==> config.mk <==
export PLATFORM = sky130hd
export DESIGN_NAME = ordered_list_insert_remove_flat
export DESIGN_NICKNAME = d
export VERILOG_FILES = /design/src/rtl/olir_pkg.sv /design/src/rtl/olir_req_if.sv /design/src/rtl/olir_rsp_if.sv /design/src/rtl/ordered_list_insert_remove.sv /design/src/flat_wrapper.sv
export SDC_FILE = /design/constraint.sdc
export NUM_CORES = 2
export LEC_CHECK = 0
export ABC_AREA = 1
export BUFFER_PORTS_ARGS = -buffer_cell sky130_fd_sc_hd__buf_2
export CAP_MARGIN = 40
export CORE_MARGIN = 2
export CORE_UTILIZATION = 56
export DETAILED_ROUTE_END_ITERATION = 12
export PLACE_DENSITY_LB_ADDON = 0.1
export SYNTH_ARGS = -nofsm -noshare
export SYNTH_HDL_FRONTEND = slang
export SYNTH_SLANG_ARGS = --single-unit
export TNS_END_PERCENT = 30
==> constraint.sdc <==
create_clock -name i_clk -period 4.58 [get_ports i_clk]
set_input_delay 0.687 -clock i_clk [delete_from_list [all_inputs] [get_ports i_clk]]
set_output_delay 0.687 -clock i_clk [all_outputs]
set_load 0.1 [all_outputs]
==> src/rtl/olir_pkg.sv <==
package olir_pkg;

    localparam int DEPTH_DEF  = 16;

    localparam int CMD_W      = 3;
    localparam int POS_W      = 5;
    localparam int KEY_W      = 32;
    localparam int HANDLE_W   = 32;
    localparam int STATUS_W   = 2;
    localparam int COUNT_W    = 5;

    localparam logic [CMD_W-1:0] CMD_APPEND     = 3'd0;
    localparam logic [CMD_W-1:0] CMD_INSERT     = 3'd1;
    localparam logic [CMD_W-1:0] CMD_GET_KEY    = 3'd2;
    localparam logic [CMD_W-1:0] CMD_GET_POS    = 3'd3;
    localparam logic [CMD_W-1:0] CMD_REMOVE_KEY = 3'd4;
    localparam logic [CMD_W-1:0] CMD_REMOVE_POS = 3'd5;

    localparam logic [STATUS_W-1:0] ST_OK    = 2'd0;
    localparam logic [STATUS_W-1:0] ST_FULL  = 2'd1;
    localparam logic [STATUS_W-1:0] ST_RANGE = 2'd2;
    localparam logic [STATUS_W-1:0] ST_NOKEY = 2'd3;

endpackage

==> src/rtl/olir_req_if.sv <==
interface olir_req_if;
    import olir_pkg::*;

    logic                valid;
    logic                ready;
    logic [CMD_W-1:0]    cmd;
    logic [POS_W-1:0]    position;
    logic [KEY_W-1:0]    key;
    logic [HANDLE_W-1:0] handle;

    modport source (output valid, cmd, position, key, handle, input ready);
    modport sink   (input valid, cmd, position, key, handle, output ready);
endinterface

==> src/rtl/olir_rsp_if.sv <==
interface olir_rsp_if;
    import olir_pkg::*;

    logic                valid;
    logic                ready;
    logic [STATUS_W-1:0] status;
    logic [HANDLE_W-1:0] handle_out;
    logic [COUNT_W-1:0]  count;

    modport source (output valid, status, handle_out, count, input ready);
    modport sink   (input valid, status, handle_out, count, output ready);
endinterface

==> src/rtl/ordered_list_insert_remove.sv <==
// Bounded ordered list of up to DEPTH entries, each a key with a handle.
// Request channel i_req carries cmd, position, key and handle; response
// channel o_rsp returns status, handle_out and the entry count after the
// operation. Every request gives exactly one response, in order.
// Entries sit in a single-port-write, single-port-read memory with a
// registered read, walked by one index counter under a small sequencer.
// A rejected request goes from decode straight to the finish state. A get
// by position reads the entry once and an append writes it at once; insert
// and remove by position shift the entries behind the position one by one,
// and a key search reads and compares the entries one by one. Scan and
// shift of a remove by key cover the list once. Each entry step is a read
// state followed by a write or compare state, as the memory read is registered.
// One request is worked on at a time: i_req.ready is high only while idle,
// so a new request is taken only once the previous operation has finished.
// The response waits in an output register; a new request is taken while
// it waits, and the sequencer holds its finished result if the register is
// still occupied when the next operation completes.
// Reset (synchronous, active low) empties the list and drops any response.
module ordered_list_insert_remove #(
    parameter int DEPTH = olir_pkg::DEPTH_DEF
) (
    input  logic        i_clk,
    input  logic        i_rst_n,
    olir_req_if.sink    i_req,
    olir_rsp_if.source  o_rsp
);
    import olir_pkg::*;

    localparam int AW = $clog2(DEPTH);
    localparam int CW = $clog2(DEPTH + 1);
    localparam int W  = (CW > POS_W) ? CW : POS_W;
    localparam int DW = KEY_W + HANDLE_W;

    localparam logic [3:0] S_IDLE     = 4'd0;
    localparam logic [3:0] S_DECODE   = 4'd1;
    localparam logic [3:0] S_UP_RD    = 4'd2;
    localparam logic [3:0] S_UP_WR    = 4'd3;
    localparam logic [3:0] S_INS      = 4'd4;
    localparam logic [3:0] S_KEY_RD   = 4'd5;
    localparam logic [3:0] S_KEY_CMP  = 4'd6;
    localparam logic [3:0] S_POS_WAIT = 4'd7;
    localparam logic [3:0] S_DN_RD    = 4'd8;
    localparam logic [3:0] S_DN_WR    = 4'd9;
    localparam logic [3:0] S_FIN      = 4'd10;

    logic [3:0]          r_state, n_state;
    logic [CMD_W-1:0]    r_cmd, n_cmd;
    logic [W-1:0]        r_pos, n_pos;
    logic [KEY_W-1:0]    r_key, n_key;
    logic [HANDLE_W-1:0] r_handle, n_handle;
    logic [CW-1:0]       r_count, n_count;
    logic [CW-1:0]       r_idx, n_idx;
    logic [STATUS_W-1:0] r_status, n_status;
    logic [HANDLE_W-1:0] r_hout, n_hout;

    logic                r_out_valid, n_out_valid;
    logic [STATUS_W-1:0] r_out_status, n_out_status;
    logic [HANDLE_W-1:0] r_out_handle, n_out_handle;
    logic [COUNT_W-1:0]  r_out_count, n_out_count;

    logic [DW-1:0]       r_mem [DEPTH];
    logic [DW-1:0]       r_rdata;
    logic                mem_we;
    logic [AW-1:0]       mem_waddr;
    logic [AW-1:0]       mem_raddr;
    logic [DW-1:0]       mem_wdata;

    logic [W-1:0]        count_w;

    assign count_w = W'(r_count);

    always_ff @(posedge i_clk) begin
        if (mem_we) begin
            r_mem[mem_waddr] <= mem_wdata;
        end
        r_rdata <= r_mem[mem_raddr];
    end

    always_comb begin
        n_state      = r_state;
        n_cmd        = r_cmd;
        n_pos        = r_pos;
        n_key        = r_key;
        n_handle     = r_handle;
        n_count      = r_count;
        n_idx        = r_idx;
        n_status     = r_status;
        n_hout       = r_hout;
        n_out_valid  = r_out_valid;
        n_out_status = r_out_status;
        n_out_handle = r_out_handle;
        n_out_count  = r_out_count;
        mem_we       = 1'b0;
        mem_waddr    = r_idx[AW-1:0];
        mem_raddr    = r_idx[AW-1:0];
        mem_wdata    = r_rdata;

        if (r_out_valid && o_rsp.ready) begin
            n_out_valid = 1'b0;
        end

        unique case (r_state)
            S_IDLE: begin
                if (i_req.valid) begin
                    n_cmd    = i_req.cmd;
                    n_pos    = W'(i_req.position);
                    n_key    = i_req.key;
                    n_handle = i_req.handle;
                    n_hout   = '0;
                    n_status = ST_OK;
                    n_state  = S_DECODE;
                end
            end
            S_DECODE: begin
                unique case (r_cmd) inside
                    CMD_APPEND, CMD_INSERT: begin
                        if (r_count >= CW'(DEPTH)) begin
                            n_status = ST_FULL;
                            n_state  = S_FIN;
                        end else if (r_cmd == CMD_INSERT && r_pos > count_w) begin
                            n_status = ST_RANGE;
                            n_state  = S_FIN;
                        end else begin
                            if (r_cmd == CMD_APPEND) begin
                                n_pos = count_w;
                            end
                            n_idx = r_count;
                            if (r_cmd == CMD_INSERT && count_w > r_pos) begin
                                n_state = S_UP_RD;
                            end else begin
                                n_state = S_INS;
                            end
                        end
                    end
                    CMD_GET_KEY, CMD_REMOVE_KEY: begin
                        n_idx = '0;
                        if (r_count == '0) begin
                            n_status = ST_NOKEY;
                            n_state  = S_FIN;
                        end else begin
                            n_state = S_KEY_RD;
                        end
                    end
                    CMD_GET_POS, CMD_REMOVE_POS: begin
                        if (r_pos >= count_w) begin
                            n_status = ST_RANGE;
                            n_state  = S_FIN;
                        end else begin
                            n_idx     = r_pos[CW-1:0];
                            mem_raddr = r_pos[AW-1:0];
                            n_state   = S_POS_WAIT;
                        end
                    end
                    default: begin
                        n_status = ST_RANGE;
                        n_state  = S_FIN;
                    end
                endcase
            end
            // shift up: copy entry idx-1 into idx, down to the insert point
            S_UP_RD: begin
                mem_raddr = AW'(r_idx - CW'(1));
                n_state   = S_UP_WR;
            end
            S_UP_WR: begin
                mem_we    = 1'b1;
                mem_waddr = r_idx[AW-1:0];
                mem_wdata = r_rdata;
                n_idx     = r_idx - CW'(1);
                if (W'(r_idx - CW'(1)) > r_pos) begin
                    n_state = S_UP_RD;
                end else begin
                    n_state = S_INS;
                end
            end
            S_INS: begin
                mem_we    = 1'b1;
                mem_waddr = r_pos[AW-1:0];
                mem_wdata = {r_key, r_handle};
                n_count   = r_count + CW'(1);
                n_status  = ST_OK;
                n_state   = S_FIN;
            end
            S_KEY_RD: begin
                mem_raddr = r_idx[AW-1:0];
                n_state   = S_KEY_CMP;
            end
            S_KEY_CMP: begin
                if (r_rdata[DW-1:HANDLE_W] == r_key) begin
                    n_hout   = r_rdata[HANDLE_W-1:0];
                    n_status = ST_OK;
                    if (r_cmd == CMD_GET_KEY) begin
                        n_state = S_FIN;
                    end else if (r_idx + CW'(1) < r_count) begin
                        n_state = S_DN_RD;
                    end else begin
                        n_count = r_count - CW'(1);
                        n_state = S_FIN;
                    end
                end else if (r_idx + CW'(1) >= r_count) begin
                    n_status = ST_NOKEY;
                    n_state  = S_FIN;
                end else begin
                    n_idx   = r_idx + CW'(1);
                    n_state = S_KEY_RD;
                end
            end
            S_POS_WAIT: begin
                n_hout   = r_rdata[HANDLE_W-1:0];
                n_status = ST_OK;
                if (r_cmd == CMD_GET_POS) begin
                    n_state = S_FIN;
                end else if (r_idx + CW'(1) < r_count) begin
                    n_state = S_DN_RD;
                end else begin
                    n_count = r_count - CW'(1);
                    n_state = S_FIN;
                end
            end
            // shift down: copy entry idx+1 into idx up to the last entry
            S_DN_RD: begin
                mem_raddr = AW'(r_idx + CW'(1));
                n_state   = S_DN_WR;
            end
            S_DN_WR: begin
                mem_we    = 1'b1;
                mem_waddr = r_idx[AW-1:0];
                mem_wdata = r_rdata;
                n_idx     = r_idx + CW'(1);
                if (r_idx + CW'(2) < r_count) begin
                    n_state = S_DN_RD;
                end else begin
                    n_count = r_count - CW'(1);
                    n_state = S_FIN;
                end
            end
            S_FIN: begin
                if (!r_out_valid || o_rsp.ready) begin
                    n_out_valid  = 1'b1;
                    n_out_status = r_status;
                    n_out_handle = (r_status == ST_OK) ? r_hout : '0;
                    n_out_count  = count_w[COUNT_W-1:0];
                    n_state      = S_IDLE;
                end
            end
            default: begin
                n_state = S_IDLE;
            end
        endcase
    end

    always_ff @(posedge i_clk) begin
        if (!i_rst_n) begin
            r_state     <= S_IDLE;
            r_count     <= '0;
            r_out_valid <= 1'b0;
        end else begin
            r_state     <= n_state;
            r_count     <= n_count;
            r_out_valid <= n_out_valid;
        end
    end

    always_ff @(posedge i_clk) begin
        r_cmd        <= n_cmd;
        r_pos        <= n_pos;
        r_key        <= n_key;
        r_handle     <= n_handle;
        r_idx        <= n_idx;
        r_status     <= n_status;
        r_hout       <= n_hout;
        r_out_status <= n_out_status;
        r_out_handle <= n_out_handle;
        r_out_count  <= n_out_count;
    end

    assign i_req.ready      = (r_state == S_IDLE);
    assign o_rsp.valid      = r_out_valid;
    assign o_rsp.status     = r_out_status;
    assign o_rsp.handle_out = r_out_handle;
    assign o_rsp.count      = r_out_count;

endmodule
==> src/flat_wrapper.sv <==
// flat-port wrapper written by rule: the top's interface ports become plain ports
module ordered_list_insert_remove_flat import olir_pkg::*;
#(
    parameter int DEPTH = olir_pkg::DEPTH_DEF
)
  (i_clk, i_rst_n, i_req_valid, i_req_cmd, i_req_position, i_req_key, i_req_handle, i_req_ready, o_rsp_valid, o_rsp_status, o_rsp_handle_out, o_rsp_count, o_rsp_ready);
  olir_req_if i_req_i ();
  olir_rsp_if o_rsp_i ();
  input  logic i_clk;
  input  logic i_rst_n;
  input wire logic [$bits(i_req_i.valid)-1:0] i_req_valid;
  input wire logic [$bits(i_req_i.cmd)-1:0] i_req_cmd;
  input wire logic [$bits(i_req_i.position)-1:0] i_req_position;
  input wire logic [$bits(i_req_i.key)-1:0] i_req_key;
  input wire logic [$bits(i_req_i.handle)-1:0] i_req_handle;
  output wire logic [$bits(i_req_i.ready)-1:0] i_req_ready;
  output wire logic [$bits(o_rsp_i.valid)-1:0] o_rsp_valid;
  output wire logic [$bits(o_rsp_i.status)-1:0] o_rsp_status;
  output wire logic [$bits(o_rsp_i.handle_out)-1:0] o_rsp_handle_out;
  output wire logic [$bits(o_rsp_i.count)-1:0] o_rsp_count;
  input wire logic [$bits(o_rsp_i.ready)-1:0] o_rsp_ready;
  assign i_req_i.valid = i_req_valid;
  assign i_req_i.cmd = i_req_cmd;
  assign i_req_i.position = i_req_position;
  assign i_req_i.key = i_req_key;
  assign i_req_i.handle = i_req_handle;
  assign i_req_ready = i_req_i.ready;
  assign o_rsp_valid = o_rsp_i.valid;
  assign o_rsp_status = o_rsp_i.status;
  assign o_rsp_handle_out = o_rsp_i.handle_out;
  assign o_rsp_count = o_rsp_i.count;
  assign o_rsp_i.ready = o_rsp_ready;
  ordered_list_insert_remove #(.DEPTH(DEPTH)) u_core (.i_clk(i_clk), .i_rst_n(i_rst_n), .i_req(i_req_i), .o_rsp(o_rsp_i));
endmodule
==> impl_metrics.tcl <==
set metrics [dict create \
    slew_viol_final 0 \
    setup.worst_path.start_class "register" \
    route.top_layer_used "met4" \
    start_util_pct 56.4 \
    gr-total-overflow 0 \
    postCtsHoldBufs 0 \
    holdPathStages 1 \
    critPathKind "register to register" \
    final-hold-violation-count 0 \
    insertion_delay_ns 0.73 \
    ys_seq_area_share_pct 70.1 \
    period_share_pct 80.5 \
    hold_ws_ns 0.126 \
    drt_iter0_markers 3650 \
    worst_pin_slew_ns 0.994 \
    slew-limit-headroom_pct 33.7 \
    first_global_vias 33200 \
    fp.dieH_um 310 \
    vias 35100 \
    worstRegToRegCells 19 \
    fin_area_mm2 0.0587 \
    finish.cell_count_without_fillers 6279 \
    dp_hpwl_mm 64.5 \
    powerDensity_mw_per_mm2 810 \
    port_buffers 116 \
    cts.repair.resized 0 \
    regToRegStartpoint "u_core.count_w[4]$_SDFFE_PN0P_" \
    boundaryPins 117 \
    clock_sinks 1248 \
    viasPerCell 5.60 \
    switchingPower_mw 20.3 \
    cts_tree "built" \
    dp_cells 6040 \
    comb_power_share_pct 45.4 \
    grt_pass1_wl_mm 201 \
    fillCellCount 7323 \
    cp-end-kind "register" \
    setup_tns_ns 0 \
    regToRegEndpoint "u_core.r_rdata[30]$_DFF_P_" \
    reg2reg_slack_ns 0.90 \
    hold_start "i_req_key[12]" \
    synthCells 4822 \
    drtPass1Iterations 8 \
    core_mm2 0.0930 \
    post-cts-setup-buffers 0 \
    drc 0 \
    required_ns 5.24 \
    die_w_um 310 \
    cp_max_fo 157 \
    max_freq_mhz 271 \
    rsz0062_at_grt "false" \
    grt_max_degree 191 \
    fin_nets 5024 \
    synth_area_per_cell_um2 10.9 \
    wl_met1_mm 56.8 \
    peakVddDrop_uv 914 \
    placed_area_mm2 0.0546 \
    p_leak_nw 23.4 \
    dieArea_mm2 0.0961 \
    min_period_ns 3.68 \
    holdCritPathClass "input pin to register" \
    cts.htree.levels 4 \
    dr_wl_met3_mm 10.3 \
    cap_violations 0 \
    clock_path_buffers 3 \
    antenna_cells 0 \
    switching_share_pct 42.7 \
    power.internal_mw 27.3 \
    root_buffer "clkbuf_16" \
    cts.clk_slew.worst_paths_ns 0.06 \
    whs_endpoint "u_core.r_key[12]$_DFFE_PP_" \
    synth_edf_count 1174 \
    clock_skew_ns 0.0217 \
    met2_length_mm 63.3 \
    globalplace.congestion 0.863 \
    setup_viol 0 \
    ys.flop_type "edfxtp_1" \
    crit_arrival_ns 4.35 \
    drive_gt1_share_pct 9.41 \
    p_clk_share_pct 21.3 \
    wl_mm 134 \
    yosys_warnings 0 \
    outcome "complete, no violations" \
    ys_types 39 \
    pwr-share-seq_pct 33.3 \
    area_growth_pct 12.0 \
    grt.total_usage_pct 28.0 \
    rows 112 \
    drtAntennaViolNets 0 \
    synth_area_mm2 0.0524 \
    grt_antenna_before_repair 0 \
    syn_nets 4927 \
    async_reset_ff_share_pct 0 \
    yosys_register_bits 1248 \
    wl_per_cell_um 21.3 \
    cts_made_buffers 131 \
]
-- power by group through the flow --
stage | clock, mW | sequential, mW | combinational (mW)
finish | 10.1 | 15.8 | 21.6
floorplan | 0 | 16.1 | 15.4
detailed placement | 0 | 16.1 | 21.4
CTS | 10.3 | 15.8 | 21.5
global route | 10.7 | 15.9 | 24.0
global placement | 0 | 16.1 | 21.1
-- kinds of logic (layout without fill, tap and decap cells) --
kind of cell | Yosys count | count (layout) | share of synthesized area, %
xor+xnor | 31 | 31 | 0.518
simple gates | 2857 | 2857 | 22.7
buf+inv | 555 | 758 | 4.91
compound gates | 102 | 102 | 1.07
flops | 1248 | 1248 | 70.1
fa+ha+maj | 29 | 29 | 0.706
-- stage by stage --
stage	worst slack [ns]	utilization, %	power, mW
finish	0.895	63.1	47.6
global route	0.547	63.1	50.7
CTS	0.935	63.1	47.6
detailed placement	0.959	58.7	37.5
global placement	0.979	58.6	37.1
floorplan	-0.194	-	31.4
-- flip-flops by register name, summed over array words and instances (netlist names), 3 cells and up --
name,flops
u_core.r_rdata,64
u_core.o_rsp.handle_out,32
u_core.r_cmd,3
u_core.r_handle,32
u_core.count_w,5
u_core.r_mem,1024
u_core.r_hout,32
u_core.o_rsp.count,5
u_core.r_state,4
u_core.r_pos,5
u_core.r_idx,5
u_core.r_key,32
-- how the worst max path moves through the flow --
stage,from,end,slack [ns]
2_1_floorplan,u_core.r_state[2]$_SDFFE_PN0P_,u_core.r_mem[1][0]$_DFFE_PP_,-0.19
3_3_place_gp,u_core.count_w[4]$_SDFFE_PN0P_,u_core.r_rdata[48]$_DFF_P_,0.98
3_5_place_dp,u_core.count_w[4]$_SDFFE_PN0P_,u_core.r_rdata[51]$_DFF_P_,0.96
4_1_cts,u_core.count_w[4]$_SDFFE_PN0P_,u_core.r_rdata[51]$_DFF_P_,0.94
5_1_grt,u_core.count_w[4]$_SDFFE_PN0P_,u_core.r_rdata[54]$_DFF_P_,0.55
6_report,u_core.count_w[4]$_SDFFE_PN0P_,u_core.r_rdata[30]$_DFF_P_,0.90
-- cell type report --
class | count | area (µm²) | area share (%)
clock inverters | 48 | 345 | 0.588
inverters | 280 | 1060 | 1.81
well taps | 1254 | 1570 | 2.67
multi-input cells | 3019 | 13300 | 22.7
flip-flops and latches | 1248 | 36700 | 62.5
repair buffers | 239 | 1930 | 3.28
clock buffers | 191 | 3760 | 6.40
-- critical path: stages (launching register included) --
cell and delay [ns]:
dfxtp_1 0.35, clkinv_1 0.07, buf_4 0.17, ha_1 0.31, nand2_1 0.11, inv_1 0.05
nand2_1 0.07, nand2_1 0.07, nor2_2 0.18, nand3_2 0.18, nand2_2 0.15, nand2_8 0.19
nand2_8 0.33, buf_12 0.46, nand2_1 0.12, nand2_1 0.10, nand2_1 0.05, nand3_1 0.12
nand3_1 0.09, nand2_1 0.08
-- metal layers --
layer  up-vias  track usage, %
met1     16900            39.1
met5         -               0
met4         0            8.98
met2      1451            45.5
li1      16500               -
met3       245            4.46
-- synth_stat cells, types with 7 or more instances --
cell	n	area [µm²]
buf_2	164	821
nand3_1	872	4360
a21oi_1	18	90.1
ha_1	28	350
clkbuf_1	51	191
or2_2	10	62.6
xor2_1	11	96.3
nand4_1	12	75.1
buf_6	19	214
dfxtp_1	74	1480
inv_2	7	26.3
edfxtp_1	1174	35300
buf_4	38	285
nand2_1	1818	6820
nor2_1	130	488
inv_1	270	1010
o21ai_0	66	330
xnor2_1	20	175
-- cells in the final DEF, fill, tap and decap left out, types with 59 or more instances in the layout --
cell type  instances
nand2_1         1817
buf_2            116
edfxtp_1        1174
inv_1            269
dfxtp_1           74
clkbuf_16        136
nor2_1           110
nand3_1          871
buf_4             89
o21ai_0           59
No activity file was read; power rests on OpenSTA's default activity.
